$ cat src/rtl/lut4dp_pkg.sv
// ============================================================================
// lut4dp_pkg
// Shared types, constants and code decoding for the LUT4 decode dot product.
// ============================================================================
package lut4dp_pkg;

    // Field and register widths
    localparam int QUERY_W = 8;
    localparam int CODE_W  = 2;
    localparam int LEVEL_W = 8;
    localparam int PROD_W  = QUERY_W + LEVEL_W + 1;
    localparam int SUM_W   = 48;
    localparam int DOT_W   = 64;
    localparam int TABLE_W = 64;
    localparam int CFG_INDEX_W = 2;
    localparam int CFG_DATA_W  = 64;

    // Configuration register indexes
    typedef enum logic [CFG_INDEX_W-1:0] {
        REG_MAGNITUDE_TABLE = 2'd0,
        REG_LAYOUT_MODE     = 2'd1
    } cfg_reg_t;

    // Layout modes
    localparam logic LAYOUT_SPLIT  = 1'b0;
    localparam logic LAYOUT_NIBBLE = 1'b1;

    // Sign flip applied to the decoded level
    localparam logic [LEVEL_W-1:0] LEVEL_BIAS = 8'h80;

    // Decode a 4-bit code to a level byte. Bit 1 of the high half always
    // carries the sign; the table row bit depends on the layout.
    function automatic logic [LEVEL_W-1:0] decode_level(
        input logic [TABLE_W-1:0] table_bits,
        input logic               layout,
        input logic [CODE_W-1:0]  code_hi,
        input logic [CODE_W-1:0]  code_lo
    );
        logic                positive;
        logic                row;
        logic [2:0]          idx;
        logic [LEVEL_W-1:0]  mag;
        positive = code_hi[1];
        row      = (layout == LAYOUT_NIBBLE) ? code_hi[0] : (code_hi[0] ^ ~code_hi[1]);
        idx      = {row, code_lo};
        mag      = table_bits[idx*LEVEL_W +: LEVEL_W];
        return positive ? mag : ~mag;
    endfunction

endpackage

$ cat src/rtl/lut4_decode_dot_product.sv
// ============================================================================
// lut4_decode_dot_product
// Streaming int8 dot product with 4-bit codes decoded through a magnitude
// table, one dimension per transfer.
// ============================================================================
// The block takes one dimension in every cycle unless stalled: an accepted
// transfer lands in an input register, where its code is decoded and the
// biased level is multiplied by the query byte and added to the 48-bit
// running sum as the item moves on. On the transfer marked last_dim the
// correction is added and the result moves into an output register; the
// input side keeps flowing while that result waits, and stalls only when a
// second last item finds the output register still full.
// Configuration writes are always accepted and must be made while the block
// is idle.
module lut4_decode_dot_product (
    input  logic                                  aclk,
    input  logic                                  aresetn,
    // Configuration write channel
    input  logic                                  cfg_valid,
    output logic                                  cfg_ready,
    input  logic [lut4dp_pkg::CFG_INDEX_W-1:0]    cfg_index,
    input  logic [lut4dp_pkg::CFG_DATA_W-1:0]     cfg_data,
    // Input channel
    input  logic                                  s_valid,
    output logic                                  s_ready,
    input  logic signed [lut4dp_pkg::QUERY_W-1:0] s_query_value,
    input  logic [lut4dp_pkg::CODE_W-1:0]         s_code_high,
    input  logic [lut4dp_pkg::CODE_W-1:0]         s_code_low,
    input  logic signed [lut4dp_pkg::DOT_W-1:0]   s_correction,
    input  logic                                  s_last_dim,
    // Result channel
    output logic                                  m_valid,
    input  logic                                  m_ready,
    output logic signed [lut4dp_pkg::DOT_W-1:0]   m_dot_value
);
    import lut4dp_pkg::*;

    // Configuration registers
    logic [TABLE_W-1:0]       table_reg;
    logic                     layout_reg;

    // Input register
    logic                     in_valid_reg;
    logic signed [QUERY_W-1:0] query_reg;
    logic [CODE_W-1:0]        code_high_reg;
    logic [CODE_W-1:0]        code_low_reg;
    logic signed [DOT_W-1:0]  correction_reg;
    logic                     last_reg;

    // Accumulator and output register
    logic signed [SUM_W-1:0]  sum_reg;
    logic signed [SUM_W-1:0]  sum_next;
    logic                     out_valid_reg;
    logic signed [DOT_W-1:0]  dot_reg;
    logic signed [DOT_W-1:0]  dot_next;

    logic                     advance;
    logic                     in_take;
    logic [LEVEL_W-1:0]       level;
    logic [LEVEL_W-1:0]       biased;
    logic signed [PROD_W-1:0] product;

    assign cfg_ready = 1'b1;

    // Configuration writes; unknown indexes are dropped.
    always_ff @(posedge aclk) begin
        if (!aresetn) begin
            table_reg  <= '0;
            layout_reg <= LAYOUT_SPLIT;
        end else if (cfg_valid && cfg_ready) begin
            if (cfg_index == REG_MAGNITUDE_TABLE) begin
                table_reg <= cfg_data[TABLE_W-1:0];
            end
            if (cfg_index == REG_LAYOUT_MODE) begin
                layout_reg <= cfg_data[0];
            end
        end
    end

    // The held item moves on unless it is a last item and the output is full.
    assign advance = in_valid_reg && (!last_reg || !out_valid_reg || m_ready);
    assign s_ready = !in_valid_reg || advance;
    assign in_take = s_valid && s_ready;

    // Input register
    always_ff @(posedge aclk) begin
        if (!aresetn) begin
            in_valid_reg <= 1'b0;
        end else if (s_ready) begin
            in_valid_reg <= s_valid;
        end
    end

    always_ff @(posedge aclk) begin
        if (in_take) begin
            query_reg      <= s_query_value;
            code_high_reg  <= s_code_high;
            code_low_reg   <= s_code_low;
            correction_reg <= s_correction;
            last_reg       <= s_last_dim;
        end
    end

    // Decode, bias, multiply and accumulate.
    always_comb begin
        level    = decode_level(table_reg, layout_reg, code_high_reg, code_low_reg);
        biased   = level ^ LEVEL_BIAS;
        product  = PROD_W'(query_reg) * $signed({1'b0, biased});
        sum_next = sum_reg + SUM_W'(product);
        dot_next = correction_reg + DOT_W'(sum_next);
    end

    // Running sum, cleared once a vector's result has been formed.
    always_ff @(posedge aclk) begin
        if (!aresetn) begin
            sum_reg <= '0;
        end else if (advance) begin
            sum_reg <= last_reg ? '0 : sum_next;
        end
    end

    // Output register
    always_ff @(posedge aclk) begin
        if (!aresetn) begin
            out_valid_reg <= 1'b0;
        end else if (advance && last_reg) begin
            out_valid_reg <= 1'b1;
        end else if (m_ready) begin
            out_valid_reg <= 1'b0;
        end
    end

    always_ff @(posedge aclk) begin
        if (advance && last_reg) begin
            dot_reg <= dot_next;
        end
    end

    assign m_valid     = out_valid_reg;
    assign m_dot_value = dot_reg;

    // The sum restarts from zero after every last item.
    a_sum_cleared: assert property (@(posedge aclk) disable iff (!aresetn)
        (advance && last_reg) |=> (sum_reg == '0))
        else $error("running sum not cleared after last item");

    // Items that are not last never hold up the input side.
    a_no_stall_mid_vector: assert property (@(posedge aclk) disable iff (!aresetn)
        (in_valid_reg && !last_reg) |-> s_ready)
        else $error("input stalled on an item that is not last");

    // A new result only appears when a last item has been processed.
    a_result_source: assert property (@(posedge aclk) disable iff (!aresetn)
        (m_valid && !$past(m_valid && !m_ready)) |-> $past(advance && last_reg))
        else $error("result appeared without a last item");

    // A waiting result is never overwritten.
    a_no_overwrite: assert property (@(posedge aclk) disable iff (!aresetn)
        (out_valid_reg && !m_ready) |-> !(advance && last_reg))
        else $error("pending result overwritten");

endmodule

$ cat config.mk
export PLATFORM = sky130hd
export DESIGN_NAME = lut4_decode_dot_product
export DESIGN_NICKNAME = d
export VERILOG_FILES = /design/src/rtl/lut4dp_pkg.sv /design/src/rtl/lut4_decode_dot_product.sv
export SDC_FILE = /design/constraint.sdc
export NUM_CORES = 1
export LEC_CHECK = 0
export BUFFER_PORTS_ARGS = -buffer_cell sky130_fd_sc_hd__buf_2
export CAP_MARGIN = 20
export CORE_MARGIN = 10
export CORE_UTILIZATION = 30
export CTS_BUF_LIST = sky130_fd_sc_hd__clkbuf_8
export CTS_CLUSTER_DIAMETER = 60
export DETAILED_ROUTE_END_ITERATION = 6
export HOLD_SLACK_MARGIN = 0.02
export PLACE_DENSITY = 0.58
export SYNTH_ARGS = -nofsm -noshare
export SYNTH_HDL_FRONTEND = slang
export SYNTH_SLANG_ARGS = --single-unit
$ cat constraint.sdc
create_clock -name aclk -period 13.5 [get_ports aclk]
set_input_delay 2.7 -clock aclk [delete_from_list [all_inputs] [get_ports aclk]]
set_output_delay 2.7 -clock aclk [all_outputs]
set_load 0.02 [all_outputs]
### Yosys cells after proc, flatten, opt, wreduce, memory -nomap -nowiden

Cells that the tools add are included.
W data, S select, Z words.

| storage, ports and cells | value |
|---|---|
| flip-flop bits (word level) | 256 |
| logic and storage cells | 38 |
| input port bits | 148 |

| operators by class | value |
|---|---|
| shift operators | 1 |
| bitwise gates (word level) | 4 |
| add/sub/neg operators | 2 |
| equality and inequality tests | 1 |
| mux-type cells | 5 |
| reduce and logical (&&, ||, !) cells | 13 |
| multiply operators | 1 |

Operators with widths:

| kind | number |
|---|---|
| $add A64 B48 Y64 | 1 |
| $shiftx A64 B7 Y8 | 1 |
| $add A48 B17 Y48 | 1 |
| $mux W48 | 1 |
| $mul A8 B9 Y17 | 1 |
| $mux W8 | 1 |
| $not A8 Y8 | 1 |
| $reduce_and A2 Y1 | 2 |
| $logic_and A1 B1 Y1 | 3 |
| $logic_not A1 Y1 | 3 |
| $logic_or A1 B1 Y1 | 3 |
| $mux W1 | 3 |
| $eq A2 B1 Y1 const B | 1 |
| $logic_not A2 Y1 | 1 |
| $not A1 Y1 | 2 |
| $reduce_bool A2 Y1 | 1 |
| $xor A1 B1 Y1 | 1 |

### Depth between registers and ports, before layout

Gate-level depths: netlist (run 1).

| logic depth | value |
|---|---|
| depth after elaboration | 10 |
| depth in mapped cells | 38 |
| mapped depth without buffers | 35 |

### Worst setup path before layout (run 1)

Ideal clock, no wire load.

| timing path | value |
|---|---|
| path kind | reg2reg |
| start point | register code_low_reg[0] |
| end point | register dot_reg[62], in the netlist m_dot_value[62] (data pin) |
| cell stages (with the launch flop) | 36 |
| data arrival time | 8979 ps |
| setup slack | 4262 ps |
| period minus slack after synthesis | 9238 ps |
| path buffers | 3 |
| required time | 13241 ps |
| cell sequence | edfxtp_1 -> buf_2 -> buf_1 -> mux4_2 -> mux2i_1 -> xor2_1 -> nand2_1 -> fa_1 -> fa_1 -> inv_1 -> fa_1 -> fa_1 -> fa_1 -> ha_1 -> a21o_1 -> a21oi_1 -> a21boi_2 -> a311o_2 -> a31oi_2 -> o21a_1 -> o21ai_1 -> a31o_2 -> xnor2_2 -> inv_1 -> ha_1 -> clkbuf_1 -> a21o_1 -> a21o_1 -> a21o_1 -> a21oi_1 -> o21ai_1 -> a21o_1 -> a21oi_1 -> o21ai_0 -> a32oi_1 -> xnor2_1 |

| between the ends | value |
|---|---|
| word-level cells in the longest chain between the ends | 7 |

RTL lines:

| element | RTL line | RTL |
|---|---|---|
| start, declared | lut4_decode_dot_product.sv:46 | `logic [CODE_W-1:0] code_low_reg;` |
| start signal, assigned | lut4_decode_dot_product.sv:98 | `code_low_reg <= s_code_low;` |
| $shiftx A64 B7 Y8 (*) | lut4dp_pkg.sv:46 | `mag = table_bits[idx*LEVEL_W +: LEVEL_W];` |
| $not A8 Y8 | lut4dp_pkg.sv:47 | `return positive ? mag : ~mag;` |
| $mux W8 (*) | lut4dp_pkg.sv:47 |  |
| $not A1 Y1 (no source line) | -- |  |
| $mul A8 B9 Y17 (*) | lut4_decode_dot_product.sv:108 | `product = PROD_W'(query_reg) * $signed({1'b0, biased});` |
| $add A48 B17 Y48 (*) | lut4_decode_dot_product.sv:109 | `sum_next = sum_reg + SUM_W'(product);` |
| $add A64 B48 Y64 (*) | lut4_decode_dot_product.sv:110 | `dot_next = correction_reg + DOT_W'(sum_next);` |
| named net dot_next[62] | lut4_decode_dot_product.sv:55 | `logic signed [DOT_W-1:0] dot_next;` |
| end signal, assigned | lut4_decode_dot_product.sv:135 | `dot_reg <= dot_next;` |
| end, declared | lut4_decode_dot_product.sv:54 | `logic signed [DOT_W-1:0] dot_reg;` |

The timed path passes the listed nets; every way through them passes the cells marked *.
A chain may end at the register's enable or synchronous reset.

### Final worst setup path (run 1)

| timing path | value |
|---|---|
| start point | register code_high_reg[1] |
| end point | register dot_reg[60], in the netlist m_dot_value[60] (data pin) |

| between the ends | value |
|---|---|
| word-level cells in the longest chain between the ends | 10 |

RTL lines:

| element | RTL line | RTL |
|---|---|---|
| start, declared | lut4_decode_dot_product.sv:45 | `logic [CODE_W-1:0] code_high_reg;` |
| start signal, assigned | lut4_decode_dot_product.sv:97 | `code_high_reg <= s_code_high;` |
| $not A1 Y1 | lut4dp_pkg.sv:44 | `row = (layout == LAYOUT_NIBBLE) ? code_hi[0] : (code_hi[0] ^ ~code_hi[1]);` |
| $xor A1 B1 Y1 | lut4dp_pkg.sv:44 |  |
| $mux W1 | lut4dp_pkg.sv:44 |  |
| $shiftx A64 B7 Y8 | lut4dp_pkg.sv:46 |  |
| $not A8 Y8 | lut4dp_pkg.sv:47 |  |
| $mux W8 (*) | lut4dp_pkg.sv:47 |  |
| $not A1 Y1 (no source line) | -- |  |
| $mul A8 B9 Y17 (*) | lut4_decode_dot_product.sv:108 |  |
| $add A48 B17 Y48 (*) | lut4_decode_dot_product.sv:109 |  |
| $add A64 B48 Y64 (*) | lut4_decode_dot_product.sv:110 |  |
| named net dot_next[60] | lut4_decode_dot_product.sv:55 |  |

Marked as above.

==> run metrics, run 1 <==
fin cells 2,846; drt total wl 52,210 µm; Hold/Removal Path Class flop to flop; maxcap violations 0; top cells by count, synth 239 x nand2_1, 238 x ha_1, 141 x edfxtp_1; Final setup viols 0; Slew HR 25.77%; crit path DAT 10,740 ps; die width 267.3 µm; Syn. warnings 0; most common flop cell mapped by yosys edfxtp_1; Yosys reg bits 256; share of cells above drive strength 1 16.72%; Worst-Margin Slew 1113 ps; number of flops mapped to enable cells by yosys 141; vias per cell 5.038; Compound-Gate Fraction of Synth Area 17.85%; critical path class flop to flop; simple-gate area share of the yosys netlist 13.01%; R2R cell count 32; Final min period 10,410 ps; Async S/R FF share, synth 0%; Tcrit/Tclk final 77.09%; Power Density 200.7 mW/mm²; cells after synthesis 1,833; Synth area leaders edfxtp_1 23%, ha_1 16%, dfxtp_1 13%; crit path launch type flop; FF-to-FF setup slack 3090 ps; fillcell total 6,161; area delta synth->final 15.79%; routed len/inst 18.35 µm; CTS tree done; RSZ-0062 raised after global routing false; endpoints failing hold 0; Max H-tree Level 2; status finished clean; syn_area_per_cell 10.01 µm²; R2R Path Start code_high_reg[1]$_DFFE_PP_; Design Area, Final 0.02125 mm²; largest net degree at the start of global routing 67; Residual DRC 0; core area 0.06047 mm²; Synth Area in Adders 21.90%; Synth Area in XOR/XNOR 5.481%; clk_lat worst skew 630 ps; antenna cells 0; most frequent CP cell fa_1; Worst path slowest cell xnor2_1; main combinational cell family by area after synthesis adder cells; number of nets in the layout 2,459; placed insts 2,750; CP peak stage delay 850 ps; worst r2r dst m_dot_value[60]$_DFFE_PP_; Seq/Total Area, Yosys 35.61%; top-count cell post-synth nand2_1; total grt overflow 0; die area 0.07147 mm²; first-pass GRT wire length 81,010 µm; total number of vias 14.34k; Num CTS Buffers 51; CP Capture Type flop; Antenna Nets Post-Route 0; fin. max-slew vios 0; post_cts resized 0; maximum vdd drop 187.2 µV; post-synth cell types 80; area post-placement 0.02015 mm²; Clk pin slew, worst setup/hold paths 60 ps; Clock Tree Buf Depth 3; Worst Path Max Fanout 16; Port Buffer Count 213; Hold-fix buffers, CTS 0; setup TNS 0 ps; vias in the first global route 14.85k; clock skew 28.66 ps; clock tree root driver cell clkbuf_8; initial DRC count 715; # clock sinks 256; Power, Total 4.266 mW; Initial Util 30.35%; Row Count 90; Yosys top cell area share 23.07%; initial antenna violation count 1; FMAX 0.09609 GHz; CP startpoint code_high_reg[1]$_DFFE_PP_; dominant cell type by area after synthesis edfxtp_1; cell leakage power 9.560 nW; post-synthesis instance area 0.01835 mm²; height of the die 267.3 µm; DP HPWL 41,520 µm; Worst Setup EP m_dot_value[60]$_DFFE_PP_; post-CTS setup buffers 0; Tot GR Track Use 14.25%; syn nets 2,271; 1st-pass router iterations 5; # IOs 215; mux contribution to synthesized area 2.563%; Placer Congestion 0.9184; Critical Path RT 13,840 ps
critical path: cells and delay by family, from the launching register on:
kind / cells / cell delay (ps)
compound gates: 14 / 2960
simple gates: 4 / 400
xor+xnor: 3 / 1650
buf+inv: 2 / 430
flops: 1 / 600
fa+ha+maj: 7 / 3480
mux: 2 / 580
worst min path at each step:
| stage | start | to | depth (start not counted) |
|---|---|---|---|
| after global routing | sum_reg[1]$_SDFFE_PN0P_ | sum_reg[1]$_SDFFE_PN0P_ | 2 |
| after global placement | sum_reg[4]$_SDFFE_PN0P_ | sum_reg[4]$_SDFFE_PN0P_ | 2 |
| after detailed placement | sum_reg[2]$_SDFFE_PN0P_ | sum_reg[2]$_SDFFE_PN0P_ | 2 |
| after floorplan | table_reg[21]$_SDFFE_PN0P_ | table_reg[21]$_SDFFE_PN0P_ | 2 |
| after CTS | sum_reg[2]$_SDFFE_PN0P_ | sum_reg[2]$_SDFFE_PN0P_ | 2 |
| final | sum_reg[2]$_SDFFE_PN0P_ | sum_reg[2]$_SDFFE_PN0P_ | 2 |
placed cells by master (no fill, tap or decap), drive strengths merged, types with 17 or more instances in the layout:
cell      n
a21boi   74
a21o     89
a21oi   104
a22o     17
a22oi    21
a31oi    20
and2     36
buf     221
clkbuf   57
dfxtp   115
edfxtp  141
fa       52
ha      238
inv     101
nand2   239
nand3    34
nand4    22
nor2     63
nor2b    37
o21ai    65
xnor2    65
xor2     49
report_power, final:
part	leakage (nW)	switching (mW)	internal [mW]	total, mW
Sequential	2.28	0.0512	0.998	1.05
Combinational	6.65	1.43	0.934	2.36
Clock	0.634	0.368	0.488	0.856
metal layers:
layer	GRT usage, %	routed length, µm	part of all wire (%)	vias to the layer above
met3	3.155	3264	6.3	88
met1	17.85	22920	44	6829
met4	4.929	1457	2.8	2
li1	-	-	-	7012
met2	23.79	24550	47	406
met5	0	17	0.033	-
through the flow:
step	setup slack, ps	util, %	hold slack, ps
2_1_floorplan	4262	-	440.2
3_3_place_gp	3360	33.31	452.7
3_5_place_dp	3199	33.31	458.9
4_1_cts	3146	35.14	467.4
5_1_grt	2382	35.14	491.7
6_report	3093	35.14	466.2
final cells by class:
class | count | area, µm² | share of cell area, %
sequential | 256 | 6536 | 30.76
clock buffer | 57 | 784.5 | 3.691
tap | 782 | 978.4 | 4.604
multi-input combinational | 1407 | 11190 | 52.65
inverter | 84 | 315.3 | 1.484
timing repair buffer | 221 | 1126 | 5.299
clock inverter | 39 | 321.6 | 1.513
cell families (layout without fill, tap and decap cells):
logic type	after synthesis	after routing
simple gates	502	502
compound gates	473	473
other cells	1	1
xor+xnor	114	114
fa+ha+maj	290	290
buf+inv	170	401
mux	27	27
flops	256	256
(Power assumes the default switching activity.)
==> inputs of run 2 (changes only) <==
- clock period: 13.5 -> 9.9 ns (I/O delays scaled with it)
==> run metrics, run 2 (same netlist as run 1, synthesis figures left out) <==
status finished clean; crit path DAT 9790 ps (-950 ps); most common cell after layout, fill and taps aside nand2_1; Final WS setup 469.8 ps (-2623 ps); Slew HR 28.99% (+3.2 points); CP Capture Type flop; crit path launch type flop; # clock sinks 256 (unchanged); largest net degree at the start of global routing 67 (unchanged); P_int 3.231 mW (+34%); area delta synth->final 16.62%; total number of vias 14.45k (+0.77%); Placer Congestion 0.9057 (-1.4%); switching power total 2.520 mW (+37%); Residual DRC 0 (unchanged); fillcell total 6,074 (-1.4%); first-pass GRT wire length 81,520 µm (+0.63%); Tot GR Track Use 14.23% (-0.020 points); destination of the worst hold path table_reg[42]$_SDFFE_PN0P_; height of the die 267.3 µm (unchanged); number of nets in the layout 2,482 (+0.94%); Final min period 9430 ps (-977.0 ps); total grt overflow 0 (unchanged); initial antenna violation count 3 (+2); endpoints failing hold 0 (unchanged); Hold/Removal Path Class flop to flop; Clock Tree Buf Depth 3 (unchanged); Hold Path Depth 2 (unchanged); Comb pwr share 56.8% (+1.5 points); Antenna Nets Post-Route 0 (unchanged); die width 267.3 µm (unchanged); highest-count cells in the layout ignoring fill and taps 239 x nand2_1, 237 x ha_1, 213 x buf_2; Min-Delay Startpoint table_reg[42]$_SDFFE_PN0P_; CP peak stage delay 570 ps (-280 ps); share of cells above drive strength 1 17.88% (+1.2 points); Worst-Margin Slew 1065 ps (-48.33 ps); initial DRC count 796 (+11%); worst r2r dst m_dot_value[61]$_DFFE_PP_; RSZ-0062 raised after global routing true; Clk pin slew, worst setup/hold paths 60 ps (about the same); Num CTS Buffers 50 (-2.0%); die area 0.07147 mm² (unchanged); vias in the first global route 15.09k (+1.6%); Critical Path RT 10,260 ps (-3580 ps); clk_lat worst skew 630 ps (about the same); maxcap violations 0 (unchanged); critical path class flop to flop; Hold-fix buffers, CTS 0 (unchanged); Port Buffer Count 213 (unchanged); # IOs 215 (unchanged); core area 0.06047 mm² (unchanged); routed len/inst 18.18 µm (-0.92%); clock skew 31.64 ps (+2.981 ps); 1st-pass router iterations 5 (unchanged); Row Count 90 (unchanged); CTS tree done; Setup WS pre-CTS 276.5 ps (-2922 ps); Switching Share 43.82% (+0.55 points); Top delay family on crit path adder cells; Worst Path Max Fanout 6 (-10); Initial Util 30.35% (unchanged); CP bufs+invs 2 (unchanged); R2R Path Start code_low_reg[0]$_DFFE_PP_; most frequent CP cell fa_1; Power Density 268.7 mW/mm² (+34%); R2R cell count 32 (unchanged); antenna cells 0 (unchanged); Worst path slowest cell fa_1; DP HPWL 41,320 µm (-0.48%); vias per cell 5.037 (about the same); clock tree root driver cell clkbuf_8; power share of the clock group 18.5% (-1.6 points); drt total wl 52,130 µm (-0.16%); fin. max-slew vios 0 (unchanged); FMAX 0.1060 GHz (+10%); Tcrit/Tclk final 95.26% (+18 points); Final setup viols 0 (unchanged); FF-to-FF setup slack 470 ps (-2620 ps); sequential power share 24.8% (+0.2 points); cell leakage power 9.619 nW (+0.62%); maximum vdd drop 272.7 µV (+46%); final hold slack 463.5 ps (-2.673 ps); Max H-tree Level 2 (unchanged)
run 2: cell types whose count changed in the layout (fill, tap and decap cells not counted), sizes merged:
cell and delta:
buf +24, clkinv +1, bufinv -3, inv -3, clkinvlp +3
run 2: stage by stage:
| step | instance area [µm²] | TNS, ps | power, mW | util (%) | std cells |
|---|---|---|---|---|---|
| finish | 21400 | 0 | 5.750 | 35.40 | 2868 |
| global route | 21400 | -30.99 | 6.260 | 35.40 | 2868 |
| CTS | 21290 | 0 | 5.775 | 35.20 | 2861 |
| detailed placement | 20270 | 0 | 4.672 | 33.53 | 2767 |
| global placement | 20270 | 0 | 4.615 | 33.53 | 2767 |
| floorplan | 18350 | 0 | 3.855 | - | 1833 |
run 2: how the worst max path moves through the flow:
stage	start	endpoint	depth (start not counted)
3_5_place_dp	code_low_reg[0]$_DFFE_PP_	m_dot_value[63]$_DFFE_PP_	33
6_report	code_low_reg[0]$_DFFE_PP_	m_dot_value[61]$_DFFE_PP_	32
5_1_grt	code_low_reg[0]$_DFFE_PP_	m_dot_value[61]$_DFFE_PP_	36
3_3_place_gp	code_low_reg[0]$_DFFE_PP_	m_dot_value[56]$_DFFE_PP_	31
2_1_floorplan	code_low_reg[0]$_DFFE_PP_	m_dot_value[62]$_DFFE_PP_	35
4_1_cts	code_low_reg[0]$_DFFE_PP_	m_dot_value[63]$_DFFE_PP_	33
run 2: repair_timing:
item / 4_1_cts / 5_1_grt
resized for setup: 0 / 13
setup buffers: 0 / 7
setup endpoints to repair: 0 / 12
run 2: per-layer routing:
layer | vias up | global-route usage (%) | share of wire [%]
met5 | - | 0 | 0.065
met4 | 4 | 4.575 | 2.7
li1 | 7048 | - | -
met3 | 87 | 3.128 | 6.4
met2 | 423 | 23.82 | 47
met1 | 6885 | 17.92 | 44
run 2: power by group through the flow:
| stage | clock network, mW | logic, mW | registers (mW) |
|---|---|---|---|
| floorplan | 0 | 2.38 | 1.47 |
| global placement | 0 | 3.17 | 1.44 |
| detailed placement | 0 | 3.23 | 1.44 |
| CTS | 1.10 | 3.25 | 1.42 |
| global route | 1.15 | 3.68 | 1.43 |
| finish | 1.06 | 3.26 | 1.42 |
run 2: worst register-to-register path: cells and delay by family (launching register included):
kind / cells / cell delay (ps)
XOR/XNOR: 3 / 580
adder cells (fa/ha/maj): 7 / 3190
multiplexers: 2 / 760
flip-flops: 1 / 420
AND/OR/NAND/NOR: 7 / 1320
AO/OA/AOI/OAI: 11 / 2620
buffers and inverters: 2 / 260
run 2: cell type report:
type	count	area [µm²]	area share, %
timing repair buffer	245	1310	6.120
tap	782	978.4	4.571
multi-input combinational	1407	11250	52.54
clock inverter	37	230.2	1.076
sequential	256	6536	30.54
clock buffer	57	784.5	3.665
inverter	84	319.1	1.491
